--- src/rtl/dark_pixel_classifier_top_assert.svh ---
// Assertion helpers for the dark pixel classifier.
// Both sample on clk and are switched off while rst is high.
`ifndef DARK_PIXEL_CLASSIFIER_TOP_ASSERT_SVH
`define DARK_PIXEL_CLASSIFIER_TOP_ASSERT_SVH

// Same-cycle implication.
`define DPC_ASSERT_IMPL(lbl, ante, cons, msg) \
  lbl: assert property (@(posedge clk) disable iff (rst) (ante) |-> (cons)) \
    else $error(msg);

// Next-cycle implication.
`define DPC_ASSERT_NEXT(lbl, ante, cons, msg) \
  lbl: assert property (@(posedge clk) disable iff (rst) (ante) |=> (cons)) \
    else $error(msg);

`endif

--- src/rtl/dpc_pkg.sv ---
package dpc_pkg;

  // Square root: radicand is S << 16, a 34-bit word, giving a 17-bit Q9.8 root
  localparam int S_W    = 17;
  localparam int ROOT_W = 17;
  localparam int RAD_W  = 2 * ROOT_W;
  localparam int REM_W  = 20;

  // Gray level: (30r + 59g + 11b) / 100 as a reciprocal multiply
  localparam int GSUM_W      = 15;
  localparam int GPROD_W     = 28;
  localparam int GRAY_SHIFT  = 19;
  localparam logic [12:0] GRAY_RECIP = 13'd5243;
  localparam logic [5:0]  W_RED      = 6'd30;
  localparam logic [5:0]  W_GREEN    = 6'd59;
  localparam logic [5:0]  W_BLUE     = 6'd11;

  // Distance full scale in integer units (Q9.8 scale added separately)
  localparam logic [8:0] DIST_DEN = 9'd411;

  // Registers after the root chain, output register included
  localparam int POST_STAGES = 8;

  // Register map (index is paddr[2])
  localparam logic REG_DARK_THRESHOLD = 1'b0;
  localparam logic [7:0] THRESH_RESET = 8'd128;

  typedef struct packed {
    logic [7:0] red;
    logic [7:0] green;
    logic [7:0] blue;
  } pixel_t;

  typedef struct packed {
    logic [7:0] darkness;
    logic       is_black;
  } result_t;

  // State handed from one root cell to the next
  typedef struct packed {
    logic              valid;
    logic [REM_W-1:0]  rem;
    logic [ROOT_W-1:0] root;
    logic [RAD_W-1:0]  rad;
    logic [GSUM_W-1:0] gsum;
  } root_state_t;

endpackage

--- src/rtl/dpc_root_cell.sv ---
// One radix-2 digit of the restoring square root: takes two radicand bits,
// produces one root bit, registers the state for the next cell.
module dpc_root_cell import dpc_pkg::*; (
  input  logic        clk,
  input  logic        rst,
  input  root_state_t din,
  output root_state_t dout
);

  logic [REM_W-1:0] rem_sh;
  logic [REM_W-1:0] trial;
  logic             fits;

  always_comb begin
    rem_sh = {din.rem[REM_W-3:0], din.rad[RAD_W-1 -: 2]};
    trial  = REM_W'({din.root, 2'b01});
    fits   = (rem_sh >= trial);
  end

  // only the valid bit is reset; the data fields just follow it
  always_ff @(posedge clk) begin
    if (rst) begin
      dout.valid <= 1'b0;
    end else begin
      dout.valid <= din.valid;
    end
    dout.rem  <= fits ? (rem_sh - trial) : rem_sh;
    dout.root <= {din.root[ROOT_W-2:0], fits};
    dout.rad  <= {din.rad[RAD_W-3:0], 2'b00};
    dout.gsum <= din.gsum;
  end

endmodule

--- src/rtl/dpc_post.sv ---
// Ratio, fourth power, gray scaling and threshold compare: eight registers.
module dpc_post import dpc_pkg::*; #(
  parameter int RATIO_FRAC_BITS = 16
) (
  input  logic        clk,
  input  logic        rst,
  input  root_state_t din,
  input  logic [7:0]  threshold,
  output logic        done,
  output result_t     result
);

  localparam int F  = RATIO_FRAC_BITS;
  localparam int XW = ROOT_W + F - 8;    // dist scaled to the ratio format
  localparam int K  = XW + 1;            // reciprocal shift
  localparam int MW = K - 8;             // reciprocal width
  localparam int PW = XW + MW;
  localparam int QW = F + 1;
  localparam int CW = XW + 1;
  localparam int RW = F + 1;
  localparam int SW = RW + 8;
  localparam logic [MW-1:0] RECIP = MW'((64'd1 << K) / 64'(DIST_DEN));
  localparam logic [RW-1:0] ONE   = {1'b1, {F{1'b0}}};

  logic              s1_valid, s2_valid, s3_valid, s4_valid;
  logic              s5_valid, s6_valid, s7_valid;
  logic [XW-1:0]     s1_x, s2_x, s3_x;
  logic [PW-1:0]     s1_prod;
  logic [GPROD_W-1:0] s1_gprod;
  logic [QW-1:0]     s2_q0, s3_q0;
  logic [CW-1:0]     s3_chk;
  logic [7:0]        s2_inv, s3_inv, s4_inv, s5_inv, s6_inv;
  logic [RW-1:0]     s4_ratio;
  logic [2*RW-1:0]   s5_sq1, s6_sq2;
  logic [SW-1:0]     s7_sc;

  logic [XW-1:0]     x_in;
  logic [CW-1:0]     diff;
  logic [QW-1:0]     quot;
  logic [RW-1:0]     ratio;
  logic [RW-1:0]     r2;
  logic [RW-1:0]     p4;
  logic [8:0]        score;

  always_comb begin
    x_in  = XW'(din.root) << (F - 8);
    diff  = {1'b0, s3_x} - s3_chk;
    // reciprocal estimate is at most one low
    quot  = (diff >= CW'(DIST_DEN)) ? (s3_q0 + QW'(1)) : s3_q0;
    ratio = (quot > QW'(ONE)) ? '0 : (ONE - RW'(quot));
    r2    = s5_sq1[F +: RW];
    p4    = s6_sq2[F +: RW];
    score = s7_sc[F +: 9];
  end

  always_ff @(posedge clk) begin
    if (rst) begin
      s1_valid <= 1'b0;
      s2_valid <= 1'b0;
      s3_valid <= 1'b0;
      s4_valid <= 1'b0;
      s5_valid <= 1'b0;
      s6_valid <= 1'b0;
      s7_valid <= 1'b0;
      done     <= 1'b0;
    end else begin
      s1_valid <= din.valid;
      s2_valid <= s1_valid;
      s3_valid <= s2_valid;
      s4_valid <= s3_valid;
      s5_valid <= s4_valid;
      s6_valid <= s5_valid;
      s7_valid <= s6_valid;
      done     <= s7_valid;
    end
  end

  always_ff @(posedge clk) begin
    s1_x     <= x_in;
    s1_prod  <= PW'(x_in) * PW'(RECIP);
    s1_gprod <= GPROD_W'(din.gsum) * GPROD_W'(GRAY_RECIP);

    s2_x     <= s1_x;
    s2_q0    <= s1_prod[K +: QW];
    s2_inv   <= 8'd255 - s1_gprod[GRAY_SHIFT +: 8];

    s3_x     <= s2_x;
    s3_q0    <= s2_q0;
    s3_chk   <= CW'(s2_q0) * CW'(DIST_DEN);
    s3_inv   <= s2_inv;

    s4_ratio <= ratio;
    s4_inv   <= s3_inv;

    s5_sq1   <= (2*RW)'(s4_ratio) * (2*RW)'(s4_ratio);
    s5_inv   <= s4_inv;

    s6_sq2   <= (2*RW)'(r2) * (2*RW)'(r2);
    s6_inv   <= s5_inv;

    s7_sc    <= SW'(s6_inv) * SW'(p4);

    result.darkness <= (score > 9'd255) ? 8'd255 : score[7:0];
    result.is_black <= (((score > 9'd255) ? 8'd255 : score[7:0]) > threshold);
  end

endmodule

--- src/rtl/dark_pixel_classifier_top.sv ---
// Channel     Dir  Handshake                     Payload
// request     in   start, accepted when !busy    pixel (red, green, blue)
// result      out  done, one-cycle strobe        result (darkness, is_black)
// config      in   APB psel/penable/pwrite       dark_threshold at byte addr 0
//
// One pixel per clock, every clock; busy is never raised.
// Pipeline: input register, 17 root cells, 8 post registers.
// The root cells each resolve one bit of the Q9.8 distance.
// rst (synchronous, active high) clears valid bits and sets the threshold to 128.
// No stalls: the receiver must take done/result in the cycle they appear.
`include "dark_pixel_classifier_top_assert.svh"

module dark_pixel_classifier_top import dpc_pkg::*; #(
  parameter int RATIO_FRAC_BITS = 16
) (
  input  logic        clk,
  input  logic        rst,
  // request side
  input  logic        start,
  output logic        busy,
  input  pixel_t      pixel,
  // result side
  output logic        done,
  output result_t     result,
  // config port
  input  logic        psel,
  input  logic        penable,
  input  logic        pwrite,
  input  logic [2:0]  paddr,
  input  logic [31:0] pwdata,
  output logic [31:0] prdata,
  output logic        pready
);

  localparam int LATENCY = 1 + ROOT_W + POST_STAGES;

  logic        in_valid;
  pixel_t      in_pix;
  logic [7:0]  threshold;

  // channel differences and the sum of their squares
  logic [7:0]  d_rg, d_rb, d_gb;
  logic [S_W-1:0] ssum;

  root_state_t chain [0:ROOT_W];

  // the pipeline never holds a request off
  assign busy   = 1'b0;
  assign pready = 1'b1;

  // config: one register, index in paddr[2]
  always_ff @(posedge clk) begin
    if (rst) begin
      threshold <= THRESH_RESET;
    end else if (psel && penable && pwrite && pready && paddr[2] == REG_DARK_THRESHOLD) begin
      threshold <= pwdata[7:0];
    end
  end

  always_comb begin
    prdata = '0;
    if (paddr[2] == REG_DARK_THRESHOLD) begin
      prdata = {24'd0, threshold};
    end
  end

  // input register
  always_ff @(posedge clk) begin
    if (rst) begin
      in_valid <= 1'b0;
    end else begin
      in_valid <= start && !busy;
    end
  end

  always_ff @(posedge clk) begin
    in_pix <= pixel;
  end

  always_comb begin
    d_rg = (in_pix.red > in_pix.green) ? (in_pix.red - in_pix.green)
                                       : (in_pix.green - in_pix.red);
    d_rb = (in_pix.red > in_pix.blue) ? (in_pix.red - in_pix.blue)
                                      : (in_pix.blue - in_pix.red);
    d_gb = (in_pix.green > in_pix.blue) ? (in_pix.green - in_pix.blue)
                                        : (in_pix.blue - in_pix.green);
    ssum = S_W'(16'(d_rg) * 16'(d_rg)) + S_W'(16'(d_rb) * 16'(d_rb))
         + S_W'(16'(d_gb) * 16'(d_gb));

    chain[0].valid = in_valid;
    chain[0].rem   = '0;
    chain[0].root  = '0;
    // radicand S << 16 puts the root in Q9.8
    chain[0].rad   = {1'b0, ssum, 16'd0};
    chain[0].gsum  = GSUM_W'(W_RED) * GSUM_W'(in_pix.red)
                   + GSUM_W'(W_GREEN) * GSUM_W'(in_pix.green)
                   + GSUM_W'(W_BLUE) * GSUM_W'(in_pix.blue);
  end

  // root chain: cell i settles distance bit ROOT_W-1-i
  for (genvar i = 0; i < ROOT_W; i++) begin : g_cell
    dpc_root_cell u_cell (
      .clk  (clk),
      .rst  (rst),
      .din  (chain[i]),
      .dout (chain[i+1])
    );
  end

  dpc_post #(
    .RATIO_FRAC_BITS (RATIO_FRAC_BITS)
  ) u_post (
    .clk       (clk),
    .rst       (rst),
    .din       (chain[ROOT_W]),
    .threshold (threshold),
    .done      (done),
    .result    (result)
  );

  // every result traces back to a request a fixed latency earlier
  `DPC_ASSERT_IMPL(a_done_has_request, done, $past(start && !busy, LATENCY), "result without request")
  // flag agrees with the score and the threshold in force
  `DPC_ASSERT_IMPL(a_flag_matches, done, result.is_black == (result.darkness > threshold), "is_black mismatch")
  // a threshold write lands on the next cycle
  `DPC_ASSERT_NEXT(a_cfg_write, psel && penable && pwrite && paddr[2] == REG_DARK_THRESHOLD, threshold == $past(pwdata[7:0]), "threshold write lost")

endmodule

--- config.mk ---
export PLATFORM = sky130hd
export DESIGN_NAME = dark_pixel_classifier_top
export DESIGN_NICKNAME = d
export VERILOG_FILES = /design/src/rtl/dpc_pkg.sv /design/src/rtl/dpc_root_cell.sv /design/src/rtl/dpc_post.sv /design/src/rtl/dark_pixel_classifier_top.sv
export VERILOG_INCLUDE_DIRS = /design/src /design/src/rtl
export SDC_FILE = /design/constraint.sdc
export NUM_CORES = 2
export LEC_CHECK = 0
export BUFFER_PORTS_ARGS = -buffer_cell sky130_fd_sc_hd__buf_2
export CAP_MARGIN = 20
export CORE_MARGIN = 5
export CORE_UTILIZATION = 60
export DETAILED_ROUTE_END_ITERATION = 8
export HOLD_SLACK_MARGIN = 0.12
export PLACE_DENSITY = 0.82
export SETUP_SLACK_MARGIN = 0.1
export SYNTH_ARGS = -nofsm -noshare
export SYNTH_HDL_FRONTEND = slang
export SYNTH_HIERARCHICAL = 1
export SYNTH_SLANG_ARGS = --single-unit
--- constraint.sdc ---
create_clock -name clk -period 14.4 [get_ports clk]
set_input_delay 1.44 -clock clk [delete_from_list [all_inputs] [get_ports clk]]
set_output_delay 1.44 -clock clk [all_outputs]
set_load 0.02 [all_outputs]
## Word level (Yosys, flattened, before mapping)

Index checks and enable logic that the tools add are counted.

- Register bits after elaboration: 1140
- Output and inout bits: 44
- Logic and storage cells: 207

- $add $sub $neg: 30
- $mul: 12
- Order comparisons: 24
- Mux-type cells: 22
- Bitwise gates (word level): 1
- Reduce and logical (&&, ||, !) cells: 3

Operators with widths:

| operator | count |
|---|---|
| 18-bit 2-to-1 mux | 15 |
| 17-bit by 17-bit multiplier with 33-bit output | 2 |
| 8-bit by 8-bit multiplier with 16-bit output | 3 |
| 8-bit subtractor | 6 |
| 8-bit 2-to-1 mux | 5 |
| 17-bit by 18-bit multiplier with 35-bit output (second input constant) | 1 |
| 8-bit greater-than comparator | 4 |
| 15-bit by 13-bit multiplier with 27-bit output (second input constant) | 1 |
| 26-bit by 9-bit >= comparator with 1-bit output (second input constant) | 1 |
| 17-bit by 9-bit multiplier with 26-bit output (second input constant) | 1 |
| 25-bit by 26-bit subtractor with 26-bit output | 1 |
| 8-bit by 17-bit multiplier with 25-bit output | 1 |
| 4-bit by 8-bit multiplier with 12-bit output (first input constant) | 2 |
| 20-bit by 10-bit >= comparator with 1-bit output | 1 |
| 20-bit by 11-bit >= comparator with 1-bit output | 1 |
| 20-bit by 12-bit >= comparator with 1-bit output | 1 |
| 20-bit by 13-bit >= comparator with 1-bit output | 1 |
| 20-bit by 14-bit >= comparator with 1-bit output | 1 |
| 20-bit by 15-bit >= comparator with 1-bit output | 1 |
| 20-bit by 16-bit >= comparator with 1-bit output | 1 |
| 20-bit by 17-bit >= comparator with 1-bit output | 1 |
| 20-bit by 18-bit >= comparator with 1-bit output | 1 |
| 20-bit by 3-bit >= comparator with 1-bit output | 1 |
| 20-bit by 4-bit >= comparator with 1-bit output | 1 |
| 36 further kinds | 38 |

## Depth between registers and ports, before layout

- Word-level depth: 7
- Gate-level depth with buffers: 43

## Modules after synthesis

Netlist, hierarchy kept.

Modules (own cells, without submodules):

| module | times used | cells an instance | area an instance (um2) | seq. area each (um2) |
|---|---|---|---|---|
| dpc_root_cell | 17 | 267 | 3099.2 | 1701.6 |
| dpc_post | 1 | 3827 | 37270.7 | 5044.8 |
| dark_pixel_classifier_top | 1 | 1247 | 11472.3 | 660.6 |

## Worst setup path before layout

Ideal clock, no wire load.

- Kind: reg-to-reg
- From: register in_pix[1] in the netlist's numbering
- To: register g_cell[0].u_cell/dout[85] (netlist name)
- Arrival: 9704 ps
- Required time: 14328 ps
- Setup slack: 4624 ps
- Cell stages (with the launch flop): 36
- Buffers on the path: 2
- Clock period less this slack: 9776 ps
- Cell sequence: dfxtp_1 > inv_1 > fa_1 > a21o_1 > a221oi_2 > o31a_1 > buf_6 > mux2i_1 > xor2_1 > nor2_1 > fa_1 > fa_1 > fa_1 > fa_1 > fa_1 > fa_1 > inv_1 > fa_1 > inv_1 > ha_1 > a211o_1 > a211oi_1 > o31ai_1 > a221o_1 > a21oi_1 > xnor2_1 > inv_1 > ha_1 > nand2b_1 > a21o_1 > a21oi_1 > a21oi_1 > a31oi_4 > buf_6 > o311ai_4 > xnor2_1

RTL lines:

| item | line | source |
|---|---|---|
| start: declaration | dark_pixel_classifier_top.sv:38 | `pixel_t in_pix;` |
| start signal: assignment | dark_pixel_classifier_top.sv:77 | `in_pix <= pixel;` |

==> implementation parameters <==
Parameter                              Value

CTS
  Post-CTS Hold Fix Bufs ... 0
  Clock latency on the worst-skew pair ... 770 ps
  TritonCTS buffer count ... 142
  TritonCTS clock tree ... done
  Clock-pin slew on the worst setup and hold paths ... 60 ps
  Clock Root Buffer ... clkbuf_16
  Longest Clk Path Bufs ... 3
  CTS Sinks ... 1406
  Setup Fix Bufs, Post-CTS ... 0
  H-Tree Level Count ... 4
  CTS-repair resized insts ... 0

Worst setup path
  Critical path class ... flop to flop
  Critical-path maximum fanout ... 19
  Arrival time at the worst endpoint ... 12550 ps
  Kind of start point of the critical path ... flop
  Delay contributed by the slowest stage of the critical path ... 710 ps
  Worst path required time ... 15090 ps
  Crit-path most repeated cell ... fa_1
  Number of buffers and inverters on the critical path ... 4
  Worst-path cell with the longest stage delay ... a31oi_4
  Cell family with the largest share of critical-path delay ... adder cells
  Endpoint kind of the worst setup timing path ... flop

Yosys
  Synthesis Warnings ... 6
  Cells after synthesis ... 8898
  Synthesized area per cell ... 10.3 sq um
  Post-synthesis instance area ... 92000 sq um

Global routing
  GR Overflow Total ... 0
  Global-route wire length before repair ... 307 mm
  Number of global-route vias before repair ... 64.9k
  Tot GR Track Use ... 22.8%
  Largest net degree at the start of global routing ... 35
  Initial antenna violation count ... 0

STA
  Final hold violations ... 0
  Headroom to the max-slew limit ... 27.0%
  Min cycle time layout ... 11860 ps
  Fmax ... 84.3 MHz
  Slew of the pin with the lowest slew margin ... 1090 ps
  Fin crit share ... 82.4%
  Unrepaired setup endpoints after global routing ... false
  Final Max Slew Viols ... 0
  Clock tree skew after final layout ... 27.5 ps
  Post-Route Setup TNS ... 0 ps
  Final setup violation count ... 0

Drt
  Overall via count from detail_route ... 59.6k
  Drt total wl ... 182 mm
  Total DRC errors in the routed layout ... 0
  Iter 0 DRT Violations ... 2823
  Antenna-violating nets left ... 0
  Vias/cell ... 5.35
  Detail-routed net length per standard cell ... 16.3 microns
  First drt pass iteration count ... 6

Floorplan
  Number of I/O pins ... 109
  Overall die area ... 161000 sq um
  Chip width ... 402 microns
  Initial cell density of the core ... 60.4%
  Row cnt ... 143
  Y dimension of the die ... 402 microns
  Placeable core region ... 152000 sq um

Placement
  Detailed placement HPWL ... 143 mm
  Final weighted congestion in routability-driven placement ... 0.907
  Buffers on Ports ... 56

Final layout
  Most frequent cells in the layout ... 1712 x inv_1, 1406 x dfxtp_1, 1076 x ha_1
  Ratio of cells with drive above 1 in the final layout ... 7.77%
  Leading cell type in the layout, fill and taps excluded ... inv_1
  Filler cell count in the final layout ... 11.5k
  Antenna fix cells ... 0
  Final #Nets ... 11.0k
  Area growth from synthesis to layout ... 7.56%

Run
  MaxCap Viol Count ... 0

Run status
  Outcome ... complete, no violations

Hold path
  Hold/Removal Path Class ... flop to flop
flip-flops by register name, summed over array words and instances, names as in the netlist, 9 cells and up:
signal,count
u_post/s1_x,13
u_post/s3_chk,26
g_cell.u_cell/dout,1121
u_post/s3_q0,16
u_post/s4_ratio,17
u_post/s5_sq1,17
u_post/s6_sq2,17
in_pix,24
u_post/s3_x,17
u_post/s2_x,17
u_post/s7_sc,9
u_post/result,9
u_post/s1_prod,21
u_post/s2_q0,17
routing by layer:
metal / vias up / global-route usage, % / part of all wire (%)
met5: - / 0 / 0
met4: 0 / 10.8 / 5.0
met3: 464 / 3.15 / 4.0
met2: 1399 / 42.4 / 52
met1: 29000 / 25.6 / 39
li1: 28700 / - / -
per-stage QoR:
stage | util (%) | worst slack [ps] | cells | hold slack [ps] | area [sq um]
finish | 65.0 | 2540 | 11100 | 305 | 99000
detailed placement | 61.8 | 2500 | 10900 | 312 | 94100
global placement | 61.8 | 2670 | 10900 | 310 | 94100
global route | 65.0 | 1650 | 11100 | 305 | 99000
CTS | 65.0 | 2450 | 11100 | 306 | 99000
floorplan | - | 4670 | 9010 | 310 | 92400
path summary, 6_finish.rpt:
path,startpoint,endpoint,slack (ps),cells past startpoint
hold / removal,u_post/s5_inv[3],u_post/s6_inv[3],310,0
setup / recovery,in_pix[1],g_cell[0].u_cell/dout[67],2540,32
setup reg to reg,in_pix[1],g_cell[0].u_cell/dout[67],2540,32
hold reg to reg,u_post/s5_inv[3],u_post/s6_inv[3],310,0
final cells by class:
type / instances / area, sq um / area share, %
clock buffer: 185 / 3930 / 3.97
clock inverter: 73 / 983 / 0.994
inverter: 1716 / 6440 / 6.51
multi-input combinational: 5675 / 56600 / 57.2
sequential: 1406 / 28100 / 28.4
tap: 2030 / 2540 / 2.57
timing repair buffer: 64 / 340 / 0.344
Power is not shown: default switching activity piles up to over one toggle a cycle in this logic, so the estimate is an artifact.
